**config.mk**
```make
export PLATFORM = sky130hd
export DESIGN_NAME = nfc_host_frame_encoder
export DESIGN_NICKNAME = d
export VERILOG_FILES = /design/src/design/nhfe_pkg.sv /design/src/design/nhfe_front.sv /design/src/design/nhfe_cmd_fifo.sv /design/src/design/nhfe_back.sv /design/src/design/nfc_host_frame_encoder.sv
export SDC_FILE = /design/constraint.sdc
export NUM_CORES = 1
export LEC_CHECK = 0
export BUFFER_PORTS_ARGS = -buffer_cell sky130_fd_sc_hd__buf_4
export CORE_UTILIZATION = 50
export CTS_BUF_LIST = sky130_fd_sc_hd__clkbuf_16
export DETAILED_ROUTE_END_ITERATION = 10
export MAX_ROUTING_LAYER = met4
export PLACE_DENSITY_LB_ADDON = 0.1
export SYNTH_ARGS = -nofsm -noshare
export SYNTH_HDL_FRONTEND = slang
export SYNTH_SLANG_ARGS = --single-unit
```
**constraint.sdc**
```tcl
create_clock -name i_clk -period 3.94 [get_ports i_clk]
set_clock_uncertainty 0.15 [all_clocks]
set_input_delay 0.197 -clock i_clk [delete_from_list [all_inputs] [get_ports i_clk]]
set_output_delay 0.197 -clock i_clk [all_outputs]
set_load 0.01 [all_outputs]
```
**src/design/nhfe_pkg.sv**
```systemverilog
package nhfe_pkg;

    localparam logic [7:0] PREAMBLE_BYTE    = 8'h00;
    localparam logic [7:0] START_BYTE       = 8'hFF;
    localparam logic [7:0] DIR_HOST_TO_CTRL = 8'hD4;
    localparam logic [7:0] MAX_PAYLOAD      = 8'd254;

    localparam int QDEPTH = 4;
    localparam int QPTR_W = $clog2(QDEPTH);

    // position of each byte within one serialized record
    localparam logic [2:0] IDX_PRE0  = 3'd0;
    localparam logic [2:0] IDX_PRE1  = 3'd1;
    localparam logic [2:0] IDX_START = 3'd2;
    localparam logic [2:0] IDX_LEN   = 3'd3;
    localparam logic [2:0] IDX_LCS   = 3'd4;
    localparam logic [2:0] IDX_DIR   = 3'd5;
    localparam logic [2:0] IDX_DATA  = 3'd6;
    localparam logic [2:0] IDX_DCS   = 3'd7;

    typedef struct packed {
        logic       first;
        logic [7:0] data;
        logic [7:0] len;
        logic       has_dcs;
        logic [7:0] dcs;
    } t_cmd;

endpackage

```
**src/design/nhfe_front.sv**
```systemverilog
module nhfe_front (
    input  logic          i_clk,
    input  logic          i_rst_n,
    input  logic          i_push,
    input  logic          i_q_full,
    input  logic [7:0]    i_data_byte,
    input  logic [7:0]    i_frame_length,
    output logic          o_q_wr,
    output nhfe_pkg::t_cmd o_cmd
);
    import nhfe_pkg::*;

    logic [7:0] r_remain;
    logic [7:0] r_sum;
    logic [7:0] n_remain;
    logic [7:0] n_sum;
    logic [7:0] len_c;
    logic [7:0] sum_base;
    logic       first;

    always_comb begin
        first = (r_remain == 8'd0);
        if (i_frame_length == 8'd0) begin
            len_c = 8'd1;
        end else if (i_frame_length > MAX_PAYLOAD) begin
            len_c = MAX_PAYLOAD;
        end else begin
            len_c = i_frame_length;
        end
        sum_base = first ? DIR_HOST_TO_CTRL : r_sum;
        n_sum    = sum_base + i_data_byte;
        n_remain = first ? (len_c - 8'd1) : (r_remain - 8'd1);

        o_cmd.first   = first;
        o_cmd.data    = i_data_byte;
        o_cmd.len     = len_c;
        o_cmd.has_dcs = (n_remain == 8'd0);
        o_cmd.dcs     = 8'd0 - n_sum;
    end

    assign o_q_wr = i_push && !i_q_full;

    always_ff @(posedge i_clk) begin
        if (!i_rst_n) begin
            r_remain <= 8'd0;
            r_sum    <= 8'd0;
        end else if (o_q_wr) begin
            r_remain <= n_remain;
            r_sum    <= o_cmd.has_dcs ? 8'd0 : n_sum;
        end
    end

endmodule

```
**src/design/nhfe_cmd_fifo.sv**
```systemverilog
module nhfe_cmd_fifo (
    input  logic           i_clk,
    input  logic           i_rst_n,
    input  logic           i_wr,
    input  nhfe_pkg::t_cmd i_cmd,
    input  logic           i_rd,
    output logic           o_full,
    output logic           o_valid,
    output nhfe_pkg::t_cmd o_cmd
);
    import nhfe_pkg::*;

    t_cmd                r_mem [QDEPTH];
    logic [QPTR_W-1:0]   r_wr_ptr;
    logic [QPTR_W-1:0]   r_rd_ptr;
    logic [QPTR_W:0]     r_cnt;
    logic                wr_ok;
    logic                rd_ok;

    assign o_full  = (r_cnt == (QPTR_W+1)'(QDEPTH));
    assign o_valid = (r_cnt != '0);
    assign o_cmd   = r_mem[r_rd_ptr];
    assign wr_ok   = i_wr && !o_full;
    assign rd_ok   = i_rd && o_valid;

    always_ff @(posedge i_clk) begin
        if (wr_ok) begin
            r_mem[r_wr_ptr] <= i_cmd;
        end
    end

    always_ff @(posedge i_clk) begin
        if (!i_rst_n) begin
            r_wr_ptr <= '0;
            r_rd_ptr <= '0;
            r_cnt    <= '0;
        end else begin
            if (wr_ok) begin
                r_wr_ptr <= r_wr_ptr + QPTR_W'(1);
            end
            if (rd_ok) begin
                r_rd_ptr <= r_rd_ptr + QPTR_W'(1);
            end
            case ({wr_ok, rd_ok})
                2'b10:   r_cnt <= r_cnt + (QPTR_W+1)'(1);
                2'b01:   r_cnt <= r_cnt - (QPTR_W+1)'(1);
                default: r_cnt <= r_cnt;
            endcase
        end
    end

endmodule

```
**src/design/nhfe_back.sv**
```systemverilog
module nhfe_back (
    input  logic           i_clk,
    input  logic           i_rst_n,
    input  logic           i_cmd_valid,
    input  nhfe_pkg::t_cmd i_cmd,
    output logic           o_cmd_pop,
    input  logic           i_pop,
    output logic           o_empty,
    output logic [7:0]     o_out_byte,
    output logic           o_end_of_run,
    output logic           o_end_of_frame
);
    import nhfe_pkg::*;

    logic       r_mid;
    logic [2:0] r_idx;
    logic       r_out_valid;
    logic [7:0] r_out_byte;
    logic       r_end_of_run;
    logic       r_end_of_frame;

    logic       load;
    logic       emit;
    logic [2:0] e;
    logic [2:0] last;
    logic [7:0] n_byte;

    always_comb begin
        e    = r_mid ? r_idx : (i_cmd.first ? IDX_PRE0 : IDX_DATA);
        last = i_cmd.has_dcs ? IDX_DCS : IDX_DATA;
        unique case (e)
            IDX_PRE0:  n_byte = PREAMBLE_BYTE;
            IDX_PRE1:  n_byte = PREAMBLE_BYTE;
            IDX_START: n_byte = START_BYTE;
            IDX_LEN:   n_byte = i_cmd.len + 8'd1;
            IDX_LCS:   n_byte = START_BYTE - i_cmd.len;
            IDX_DIR:   n_byte = DIR_HOST_TO_CTRL;
            IDX_DATA:  n_byte = i_cmd.data;
            IDX_DCS:   n_byte = i_cmd.dcs;
        endcase
    end

    assign load      = !r_out_valid || i_pop;
    assign emit      = load && i_cmd_valid;
    assign o_cmd_pop = emit && (e == last);

    always_ff @(posedge i_clk) begin
        if (!i_rst_n) begin
            r_mid       <= 1'b0;
            r_idx       <= IDX_PRE0;
            r_out_valid <= 1'b0;
        end else begin
            if (load) begin
                r_out_valid <= emit;
            end
            if (emit) begin
                if (e == last) begin
                    r_mid <= 1'b0;
                    r_idx <= IDX_PRE0;
                end else begin
                    r_mid <= 1'b1;
                    r_idx <= e + 3'd1;
                end
            end
        end
    end

    always_ff @(posedge i_clk) begin
        if (emit) begin
            r_out_byte     <= n_byte;
            r_end_of_run   <= (e == last);
            r_end_of_frame <= (e == IDX_DCS);
        end
    end

    assign o_empty        = !r_out_valid;
    assign o_out_byte     = r_out_byte;
    assign o_end_of_run   = r_end_of_run;
    assign o_end_of_frame = r_end_of_frame;

`ifndef SYNTHESIS
    a_mid_has_head: assert property (@(posedge i_clk) disable iff (!i_rst_n)
        r_mid |-> i_cmd_valid)
        else $error("record in progress without queued entry");

    a_mid_not_start: assert property (@(posedge i_clk) disable iff (!i_rst_n)
        r_mid |-> (r_idx != IDX_PRE0))
        else $error("mid-record index back at start");

    a_dcs_only_when_due: assert property (@(posedge i_clk) disable iff (!i_rst_n)
        (emit && (e == IDX_DCS)) |-> i_cmd.has_dcs)
        else $error("checksum emitted for record without one");
`endif

endmodule

```
**src/design/nfc_host_frame_encoder.sv**
```systemverilog
// Host-to-controller frame encoder: each pushed payload byte yields a run of output
// bytes. The first byte of a frame (command code, with its length, clamped to 1..254)
// yields 00 00 FF, LEN, LCS, D4 and the byte; later bytes pass through; the last byte
// is followed by the DCS checksum (end_of_frame set). end_of_run marks the last byte of
// each run. The output serializer sends one byte per cycle unless stalled by an empty
// queue or an unpopped output; a later payload byte yields 1 output byte (2 with DCS)
// and a first byte 7 (8 with DCS). A 4-entry queue between input classification and
// serializer lets input run ahead; full rises only once it fills. A pushed byte is
// written into the queue and then into the output byte register before it shows.
module nfc_host_frame_encoder (
    input  logic       i_clk,
    input  logic       i_rst_n,
    input  logic       push,
    output logic       full,
    input  logic [7:0] i_data_byte,
    input  logic [7:0] i_frame_length,
    output logic       empty,
    input  logic       pop,
    output logic [7:0] o_out_byte,
    output logic       o_end_of_run,
    output logic       o_end_of_frame
);
    import nhfe_pkg::*;

    t_cmd front_cmd;
    t_cmd head_cmd;
    logic q_wr;
    logic q_full;
    logic q_valid;
    logic q_pop;

    assign full = q_full;

    nhfe_front u_front (
        .i_clk          (i_clk),
        .i_rst_n        (i_rst_n),
        .i_push         (push),
        .i_q_full       (q_full),
        .i_data_byte    (i_data_byte),
        .i_frame_length (i_frame_length),
        .o_q_wr         (q_wr),
        .o_cmd          (front_cmd)
    );

    nhfe_cmd_fifo u_fifo (
        .i_clk   (i_clk),
        .i_rst_n (i_rst_n),
        .i_wr    (q_wr),
        .i_cmd   (front_cmd),
        .i_rd    (q_pop),
        .o_full  (q_full),
        .o_valid (q_valid),
        .o_cmd   (head_cmd)
    );

    nhfe_back u_back (
        .i_clk          (i_clk),
        .i_rst_n        (i_rst_n),
        .i_cmd_valid    (q_valid),
        .i_cmd          (head_cmd),
        .o_cmd_pop      (q_pop),
        .i_pop          (pop),
        .o_empty        (empty),
        .o_out_byte     (o_out_byte),
        .o_end_of_run   (o_end_of_run),
        .o_end_of_frame (o_end_of_frame)
    );

endmodule
```
# Word level (Yosys, flattened, before mapping)
# Memory sizes are Yosys's and may differ from the RTL's. A register that Yosys moved wholly into a read port is not among the register bits.
# Index checks and enable logic that the tools add are counted.
[classes] eq_ne=11 n_lt_le_gt_ge=1 mux=16 addsub=11 reduce_logical=15
[op_table] operator="$pmux 8 s7" n=1
[op_table] operator="$mux 8" n=5
[op_table] operator="$logic_not 8->1" n=3
[op_table] operator="$sub 8x1->8 const B" n=2
[op_table] operator="$eq 3x3->1 const B" n=5
[op_table] operator="$mux 3" n=3
[op_table] operator="$add 8x1->8 const B" n=1
[op_table] operator="$add 8x8->8" n=1
[op_table] operator="$gt 8x8->1 const B" n=1
[op_table] operator="$sub 1x8->8 const A" n=1
[op_table] operator="$sub 8x8->8 const A" n=1
[op_table] operator="$add 3x1->3 const B" n=2
[op_table] operator="$eq 3x2->1 const B" n=2
[op_table] operator="$pmux 3 s2" n=1
[op_table] operator="$logic_and 1x1->1" n=5
[op_table] operator="$add 2x1->2 const B" n=2
[op_table] operator="$mux 1" n=4
[op_table] operator="$mux 2" n=2
[op_table] operator="$eq 3x1->1 const B" n=1
[op_table] operator="$eq 3x3->1" n=1
[op_table] operator="$logic_not 3->1" n=1
[op_table] operator="$reduce_bool 3->1" n=1
[op_table] operator="$sub 3x1->3 const B" n=1
[op_table] operator="$eq 2x1->1 const B" n=1
[op_table] operator="other kinds (5)" n=6
[word_totals] memories=1 output_inout_bits=12 mem_bits_rw=104 regBits=38 in_bits=20 word_cells=66
[memory_table] name="u_fifo.r_mem" depth=4 word_bits=26 rd=1 rd_ports_with_merged_regs=1 wr=1 line="nhfe_cmd_fifo.sv:13" text="t_cmd r_mem [QDEPTH];"

# Logic depth before layout (Yosys ltp)
# Gate-level depths: netlist of run 1.
[depth] depth_word=7 mapped_depth=13 ltp_nobuf=12

# By module
# A second synthesis of run 1 with hierarchy kept.
[hier_totals] hier_cells=512 area_unflattened_um2=6991.7
[modules_own_cells] mod="nhfe_cmd_fifo" area_each_um2=4295.4 instances=1 seq_area_each_um2=3303.2 cells_each=188
[modules_own_cells] mod="nhfe_front" area_each_um2=1635.3 instances=1 seq_area_each_um2=320.3 cells_each=204
[modules_own_cells] mod="nhfe_back" area_each_um2=1061.0 instances=1 seq_area_each_um2=400.4 cells_each=120

# Worst setup path after synthesis of run 1
# No wires, ideal clock.
[synth_timing] path_type="flip-flop to flip-flop" start="reg u_front.r_remain[7]" end="mem u_fifo.r_mem[0][7] (netlist bit), data pin" setup_slack_ps=513 arrival_time_ps=3005 synth_period_minus_slack_ps=3427 path_stages_with_launch=14 path_buffers=1 required_ps=3518 setup_time_ps=272 cell_sequence="dfxtp_1 -> or4_4 -> nor2_2 -> clkbuf_1 -> nor2b_1 -> ha_1 -> inv_1 -> fa_1 -> nor2b_1 -> o21a_1 -> o211a_1 -> a211oi_1 -> nand4_1 -> xnor2_1"
[synth_rtl] item="start, declared" line="nhfe_front.sv:13" text="logic [7:0] r_remain;"
[synth_rtl] item="start signal, assigned" line="nhfe_front.sv:48" text="r_remain <= n_remain;"
[synth_rtl] item="end, declared" line="nhfe_cmd_fifo.sv:13"

==> metrics.yaml, run 1 <==
yosysTopAreaCell: "edfxtp_1"
die_area_um2: 13700
synth_edf_count: 114
swShare: 0.362
max-vdd-ir-drop_mv: 0.487
drt-pass1-iter-count: 5
dpl-instance-area_um2: 7060
fin_crit_ns: 3.38
gp_congestion: 0.883
start_util: 0.520
r2r_slack_ns: 0.59
crit_type: "in -> reg"
post-cts-setup-buffers: 0
synthFlopType: "edfxtp_1"
max-cap-violations: 0
num_vias: 4111
syn_avg_cell_area_um2: 13.7
seq_power_share: 0.367
die_x_um: 117
r2r_start: "u_front.r_remain[7]"
synth_top_area_frac: 0.516
fin_area_um2: 7750
hold_viol_final: 0
seq_area_frac_synth: 0.606
slew_headroom: 0.385
power_leakage_nw: 2.78
antenna_cells: 0
clockRootBuffer: "clkbuf_16"
grt_pass1_wl_um: 21400
final_net_count: 581
min_to: "u_front.r_remain[2]"
cts_tree: "yes"
synth_mux_area_frac: 0.0897
fp-row-count: 41
synth_top_family_by_area: "simple AND/OR/NAND/NOR gates"
synthCells: 484
cp-end-kind: "flop"
final_max_slew_viol_count: 0
dpl.hpwl_um: 9140
yosysWarnings: 0
track_usage: 0.226
cts_sinks: 144
combPwrFrac: 0.416
cts_buffers: 17
hold_start: "push"
hold_class: "in -> reg"
ioPinCount: 32
post_cts_resized: 0
fin_tns_setup_ns: 0
crit_fanout: 11
power.density_nw_per_um2: 839
grt_remaining_overflow: 0
whs_path_depth: 5
utilization: 0.607
synth_area_leaders: "edfxtp_1 52%, dfxtp_1 9.0%, mux4_2 8.8%"
fp.dieH_um: 117
cts_htree_levels: 4
fin_crit_sh: 0.859
synthXorXnorAreaFrac: 0.0317
drive_gt1_frac: 0.220
tightestPinTransition_ns: 0.922
synth-compound-area-share: 0.0958
fillCellCount: 984
grt_max_degree: 27
cp-start-kind: "input pin"
antenna_found_initial: 0
synth_nets: 528
hold_ws_ns: 0.212
clk_path_buf_depth: 2
core_area_um2: 12800
grt_pass1_vias: 3962
dp.cells: 673
port-buffer-count: 31
switchingPower_w: 0.00236
drtAntennaViolNets: 0
outcome: "complete, no violations"
cts_hold_buf: 17
wl_um: 13500
syn_area_um2: 6640
synth.distinct_cells: 63
instances_no_fill: 722
syn2layout_area_growth_pct: 16.8
setup_viol: 0
worstSkewPairLatency_ns: 0.42
clkTransAtPathRegs_ns: 0.06
synthArstFlopShare: 0
vias_per_cell: 5.69
drtIter0Drc: 327
grt_setup_unrepaired: "false"
required_ns: 4.07
ys_seq_elements: 144
clock.fmax_mhz: 296
worst_ep_arrival_time_ns: 3.51
yosys.area_share.simple: 0.0988
p_clk_frac: 0.217
wire_per_inst_um: 18.7
reg2reg_to: "u_fifo.r_mem[2][7]"
internal_power_w: 0.00415
synth_fa_ha_area_frac: 0.0475
drc: 0
r2r_cells: 10
metrics by stage:
stage	setup slack (ns)	total power, W
after floorplan	0.513	0.00435
after global placement	0.672	0.00504
after detailed placement	0.603	0.00510
after CTS	0.575	0.00654
after global routing	0.268	0.00692
final	0.556	0.00650
layout by cell type, fill, tap and decap left out, types with 4 or more instances in the layout:
cell type	instances
edfxtp_1	114
buf_4	41
nand2_1	30
dfxtp_1	29
a21oi_1	27
inv_1	26
mux4_2	26
nor2_1	24
ha_1	22
o21ai_0	18
clkbuf_16	17
dlygate4sd3_1	17
nand3_1	16
xnor2_1	13
xor2_1	11
nor3_1	9
nor2b_1	7
or3_1	5
o31ai_2	5
nor4_1	5
and2_1	5
clkinv_2	5
nand4_1	4
a21o_1	4
or2_2	4
clkinvlp_4	4
logic make-up after synthesis:
kind of cell,count (synthesis)
DFF,144
and+or+nand+nor,126
AOI/OAI and AO/OA,89
buffers and inverters,50
muxes,27
xor gates and xnor gates,24
adders and majority gates,24
Yosys cell counts, drive strengths merged (6+ instances only):
cell type and number:
nor2b 7, o21ai 18, ha 22, a21oi 27
xor2 11, dfxtp 30, nand2 30, nor2 25
xnor2 13, and2 6, edfxtp 114, mux4 26
clkbuf 20, nand3 17, inv 26, o31ai 6
nor3 9, nor4 6
routing by layer:
| layer | wire (um) | up-vias | GRT usage |
|---|---|---|---|
| met3 | 568 | 12 | 0.0515 |
| met5 | 0 | - | - |
| li1 | - | 1953 | - |
| met1 | 6150 | 2037 | 0.290 |
| met4 | 136 | 0 | 0.0793 |
| met2 | 6670 | 109 | 0.355 |
registers in the layout, indices dropped and copies added (netlist names), named ones only:
signal / flops
u_back.o_out_byte: 8
u_fifo.r_wr_ptr: 2
u_fifo.r_mem: 104
u_back.r_out_valid: 1
u_back.r_mid: 1
u_front.r_remain: 8
u_back.r_idx: 3
u_front.r_sum: 8
u_back.o_end_of_frame: 1
u_fifo.r_rd_ptr: 2
u_back.o_end_of_run: 1
u_fifo.r_cnt: 3
layout make-up:
| type | count | area [um^2] | share of cell area |
|---|---|---|---|
| Sequential cell | 144 | 4030 | 0.519 |
| Inverter | 26 | 100 | 0.0129 |
| Tap cell | 172 | 215 | 0.0278 |
| Timing Repair Buffer | 58 | 478 | 0.0616 |
| Clock inverter | 15 | 97.6 | 0.0126 |
| Multi-Input combinational cell | 290 | 2410 | 0.311 |
| Clock buffer | 17 | 425 | 0.0549 |
worst max-delay path by stage:
stage	slack, ns	cells past startpoint	from	end
after floorplan	0.51	13	u_front.r_remain[7]	u_fifo.r_mem[0][7]
after global placement	0.67	12	i_frame_length[3]	u_front.r_sum[5]
after detailed placement	0.60	10	u_front.r_remain[3]	u_fifo.r_mem[2][7]
after CTS	0.57	10	u_front.r_remain[3]	u_fifo.r_mem[2][7]
after global routing	0.27	13	i_frame_length[3]	u_front.r_sum[5]
final	0.56	13	i_frame_length[3]	u_front.r_sum[5]
critical path, stage by stage:
cell           delay, ns
dlygate4sd3_1       0.53
buf_4               0.18
nor4_2              0.44
a21oi_1             0.12
o21ai_0             0.53
a21oi_1             0.22
inv_1               0.09
ha_1                0.14
o311ai_0            0.17
nor4_1              0.39
nand3_2             0.18
inv_4               0.21
o31ai_2             0.10
power by group through the flow:
stage / clock (W) / combinational (W) / sequential, W
3_5_place_dp: 0 / 0.00268 / 0.00242
3_3_place_gp: 0 / 0.00264 / 0.00240
5_1_grt: 0.00149 / 0.00300 / 0.00243
4_1_cts: 0.00144 / 0.00271 / 0.00239
6_report: 0.00141 / 0.00270 / 0.00239
2_1_floorplan: 0 / 0.00196 / 0.00239
No activity file was read; power rests on OpenSTA's default activity.
==> run 2: changes to the inputs <==
==> constraint.sdc (replaced) <==
create_clock -name i_clk -period 3.94 [get_ports i_clk]
set_clock_uncertainty 0.15 [all_clocks]
set_input_delay 0.394 -clock i_clk [delete_from_list [all_inputs] [get_ports i_clk]]
set_output_delay 0.394 -clock i_clk [all_outputs]
set_load 0.01 [all_outputs]
==> metrics.yaml, run 2 (synthesis results as in run 1) <==
syn2layout_area_growth_pct: 15.8
clkTransAtPathRegs_ns: 0.06  # about the same
cp-end-kind: "flop"
start_util: 0.520  # unchanged
cp-start-kind: "flop"
drtIter0Drc: 357  # +9.2%
cp_top_family: "simple AND/OR/NAND/NOR gates"
hold_class: "in -> reg"
reg2reg_to: "u_fifo.r_mem[3][7]"
post_cts_resized: 0  # unchanged
path_cells: "or4_4 -> o21ai_0 -> inv_1 -> ha_1 -> a21o_1 -> a21oi_1 -> xor2_1 -> nor2b_1 -> nand4_1 -> xnor2_1"
fin_crit_ns: 3.35  # -0.0390 ns
ioPinCount: 32  # unchanged
r2r_cells: 10  # unchanged
layout_commonest_cell: "edfxtp_1"
min_to: "u_fifo.r_mem[1][22]"
grt_pass1_vias: 3836  # -3.2%
fin_tns_setup_ns: 0  # unchanged
tightestPinTransition_ns: 0.941  # +0.0188 ns
fp-row-count: 41  # unchanged
cts_hold_buf: 0  # -17
slew_headroom: 0.372  # -0.0126
core_area_um2: 12800  # unchanged
hold_viol_final: 0  # unchanged
clockRootBuffer: "clkbuf_16"
largest_register_ffs: 104  # unchanged
fin_area_um2: 7690  # -0.86%
drc: 0  # unchanged
crit_fanout: 7  # -4
cts_buffers: 17  # unchanged
r2r_start: "u_front.r_remain[3]"
port-buffer-count: 31  # unchanged
dpl.hpwl_um: 8990  # -1.6%
wl_um: 13300  # -1.3%
required_ns: 4.01  # -0.06 ns
final_max_slew_viol_count: 0  # unchanged
power.density_nw_per_um2: 877  # +4.5%
cts_sinks: 144  # unchanged
track_usage: 0.222  # -0.00376
max-vdd-ir-drop_mv: 0.429  # -12%
crit_type: "reg -> reg"
whs_path_depth: 1  # -4
grt_pass1_wl_um: 21100  # -1.4%
max-cap-violations: 0  # unchanged
cts_tree: "yes"
hold_start: "i_data_byte[5]"
instances_no_fill: 706  # -2.2%
antenna_found_initial: 0  # unchanged
die_x_um: 117  # unchanged
grt_max_degree: 27  # unchanged
final_net_count: 565  # -2.8%
drt-pass1-iter-count: 5  # unchanged
hold_ws_ns: 0.0555  # -0.157 ns
grt_remaining_overflow: 0  # unchanged
post-cts-setup-buffers: 0  # unchanged
die_area_um2: 13700  # unchanged
cts_htree_levels: 4  # unchanged
worstSkewPairLatency_ns: 0.42  # about the same
clk_path_buf_depth: 2  # unchanged
cpPeakStageDelay_ns: 0.59  # +0.06 ns
antenna_cells: 0  # unchanged
grt_setup_unrepaired: "false"
drive_gt1_frac: 0.228  # +0.00846
power_leakage_nw: 2.74  # -1.5%
vias_per_cell: 5.80  # +1.9%
layout_setup_ws_ns: 0.595  # +0.0390 ns
setup_viol: 0  # unchanged
final_cell_mix: "114 x edfxtp_1, 42 x buf_4, 30 x nand2_1"
fin_crit_sh: 0.849  # -0.00990
top_register: "u_fifo.r_mem"
fp.dieH_um: 117  # unchanged
outcome: "complete, no violations"
dp.cells: 674  # +0.15%
pre_cts_slack_ns: 0.587  # -0.0161 ns
num_vias: 4097  # -0.34%
slowest_stage: "or4_4"
worst_ep_arrival_time_ns: 3.41  # -0.10 ns
gp_congestion: 0.883  # unchanged
clock.fmax_mhz: 299  # +1.2%
dpl-instance-area_um2: 7070  # +0.11%
r2r_slack_ns: 0.59  # about the same
drtAntennaViolNets: 0  # unchanged
wire_per_inst_um: 18.9  # +0.94%
critPathBufInv: 1  # -3
[run 2: worst max path at each step]
stage                   startpoint                  to  slack (ns)  cells past startpoint
2_1_floorplan  u_front.r_remain[7]  u_fifo.r_mem[0][7]        0.51                     13
3_3_place_gp   u_front.r_remain[3]  u_fifo.r_mem[0][7]        0.69                     10
3_5_place_dp   u_front.r_remain[3]  u_fifo.r_mem[2][7]        0.59                     10
4_1_cts        u_front.r_remain[3]  u_fifo.r_mem[3][7]        0.57                     10
5_1_grt        u_front.r_remain[7]  u_fifo.r_mem[1][6]        0.34                     10
6_report       u_front.r_remain[3]  u_fifo.r_mem[3][7]        0.59                     10
[run 2: final cells by class]
cell class                 count  area (um^2)
tap                          172          215
sequential                   144         4030
fill                         997         5090
inverter                      26          100
timing repair buffer          42          315
multi-input combinational    290         2410
clock inverter                15          194
clock buffer                  17          425
[run 2: through the flow]
stage,power (W),util
2_1_floorplan,0.00435,-
3_3_place_gp,0.00504,0.553
3_5_place_dp,0.00508,0.553
4_1_cts,0.00677,0.602
5_1_grt,0.00715,0.602
6_report,0.00674,0.602
[run 2: where the power goes]
part	switching, W	leakage, nW	internal (W)
Clock	0.000613	0.282	0.00105
Sequential	0.000167	1.30	0.00222
Combinational	0.00157	1.16	0.00112
[run 2: layer usage]
layer | part of all wire | vias up | track usage | wire (um)
met5 | 0 | - | - | 0
met2 | 0.48 | 145 | 0.339 | 6430
met3 | 0.044 | 22 | 0.0417 | 587
met4 | 0.016 | 0 | 0.0852 | 218
met1 | 0.46 | 2015 | 0.297 | 6110
li1 | - | 1915 | - | -
[run 2: worst reg2reg max path: stages (launching register included)]
cell,delay (ns)
dfxtp_1,0.36
or4_4,0.59
o21ai_0,0.32
inv_1,0.08
ha_1,0.27
a21o_1,0.17
a21oi_1,0.17
xor2_1,0.33
nor2b_1,0.26
nand4_1,0.14
xnor2_1,0.30
==> run 3: changes to the inputs <==
Clock period 3.94 ns to 2.8 ns, I/O delays scaled along.
==> metrics.yaml, run 3 (synthesis results as in run 1) <==
max-vdd-ir-drop_mv: 0.728  # +70%
drtAntennaViolNets: 0  # unchanged
fin_area_um2: 8370  # +8.9%
cp-end-kind: "flop"
slew_headroom: 0.365  # -0.00672
cp-start-kind: "flop"
port-buffer-count: 31  # unchanged
violations: "setup timing"
r2r_slack_ns: -0.26  # -0.85 ns
die_x_um: 117  # unchanged
fillCellCount: 936  # -6.1%
fp-row-count: 41  # unchanged
cts_buffers: 17  # unchanged
fin_crit_ns: 3.06  # -0.285 ns
grt_pass1_wl_um: 21500  # +2.0%
regArea_um2: 4030  # +0.12%
finalPower_w: 0.0107  # +59%
drtIter0Drc: 282  # -21%
drc: 0  # unchanged
layout_commonest_cell: "edfxtp_1"
ioPinCount: 32  # unchanged
gp_congestion: 0.940  # +6.4%
clockRootBuffer: "clkbuf_16"
multi_input_area_um2: 2570  # +6.7%
layout_setup_ws_ns: -0.260  # -0.855 ns
wl_um: 14200  # +6.4%
final_max_slew_viol_count: 0  # unchanged
grt_max_degree: 27  # unchanged
antenna_found_initial: 0  # unchanged
worstSkewPairLatency_ns: 0.41  # about the same
clkTransAtPathRegs_ns: 0.05  # about the same
instances_no_fill: 772  # +9.3%
wire_per_inst_um: 18.4  # -2.7%
top_register: "u_fifo.r_mem"
cts_tree: "yes"
antenna_cells: 0  # unchanged
hold_class: "in -> reg"
final_net_count: 633  # +12%
die_area_um2: 13700  # unchanged
fin_crit_sh: 1.09  # +0.244
hold_ws_ns: 0.0375  # -0.0180 ns
crit_fanout: 6  # -1
final_cell_mix: "114 x edfxtp_1, 88 x buf_4, 29 x nand2_1"
clock.fmax_mhz: 327  # +9.3%
outcome: "finished with violations"
track_usage: 0.228  # +0.00511
num_vias: 4292  # +4.8%
start_util: 0.520  # unchanged
required_ns: 2.80  # -1.21 ns
core_area_um2: 12800  # unchanged
worst_ep_arrival_time_ns: 3.06  # -0.35 ns
setup_viol: 24  # +24
max-cap-violations: 0  # unchanged
dpl-instance-area_um2: 7400  # +4.7%
hold_viol_final: 0  # unchanged
power_leakage_nw: 3.12  # +14%
tightestPinTransition_ns: 0.951  # +0.0101 ns
grt_setup_unrepaired: "true"
largest_register_ffs: 104  # unchanged
power.density_nw_per_um2: 1280  # +46%
crit_type: "reg -> reg"
cts_htree_levels: 4  # unchanged
syn2layout_area_growth_pct: 26.1
fp.dieH_um: 117  # unchanged
dpl.hpwl_um: 9460  # +5.2%
cts_sinks: 144  # unchanged
grt_pass1_vias: 4042  # +5.4%
grt_remaining_overflow: 0  # unchanged
drive_gt1_frac: 0.332  # +0.103
vias_per_cell: 5.56  # -4.2%
clk_path_buf_depth: 2  # unchanged
dp.cells: 712  # +5.6%
drt-pass1-iter-count: 4  # -1
run 3: where the power goes:
part	total [W]	internal, W	switching, W
registers	0.00330	0.00312	0.000172
clock network	0.00214	0.00136	0.000779
logic	0.00528	0.00259	0.00269
total	0.0107	0.00707	0.00364
run 3: final cells by class:
class                           instances  area share
Clock buffer                           17      0.0508
Clock inverter                         13      0.0160
Inverter                               26      0.0123
Multi-Input combinational cell        290       0.307
Sequential cell                       144       0.481
Tap cell                              172      0.0257
Timing Repair Buffer                  109       0.105
Timing Repair inverter                  1     0.00105
run 3: timing repair:
action / 4_1_cts / 5_1_grt
hold buffers: 16 / 0
pin swaps: 9 / 18
setup endpoints to repair: 28 / 39
gates cloned: 0 / 1
resized for setup: 5 / 34
hold endpoints to repair: 61 / 0
buffers inserted: 3 / 10
run 3: routing by layer:
layer / vias to the layer above / global-route usage / routed length (um)
met5: - / - / 0
met4: 0 / 0.0802 / 224
met3: 25 / 0.0505 / 544
met2: 94 / 0.361 / 6920
met1: 2117 / 0.289 / 6510
li1: 2056 / - / -
run 3: worst paths after layout:
check,end,cells after the start,start
hold reg to reg,u_back.r_out_valid,2,u_back.r_out_valid
setup reg to reg,u_fifo.r_mem[3][7],11,u_front.r_remain[1]
hold / removal,u_front.r_sum[7],2,i_rst_n
setup / recovery,u_fifo.r_mem[3][7],11,u_front.r_remain[1]
run 3: stage by stage:
step / util / TNS, ns / setup slack [ns]
finish: 0.655 / -3.66 / -0.260
global placement: 0.579 / -1.38 / -0.120
floorplan: - / -2.45 / -0.231
CTS: 0.639 / -2.60 / -0.230
global route: 0.655 / -6.99 / -0.371
detailed placement: 0.579 / -2.59 / -0.221
run 3: worst max-delay path, stage by stage, from the launching register on:
cell and delay (ns):
dfxtp_1 0.31, or4_4 0.57, nor2_4 0.19, buf_6 0.12
or2_2 0.12, ha_4 0.20, nor2b_1 0.13, o21a_1 0.19
or3_4 0.34, nand2_4 0.12, nand4_1 0.15, xnor2_2 0.19
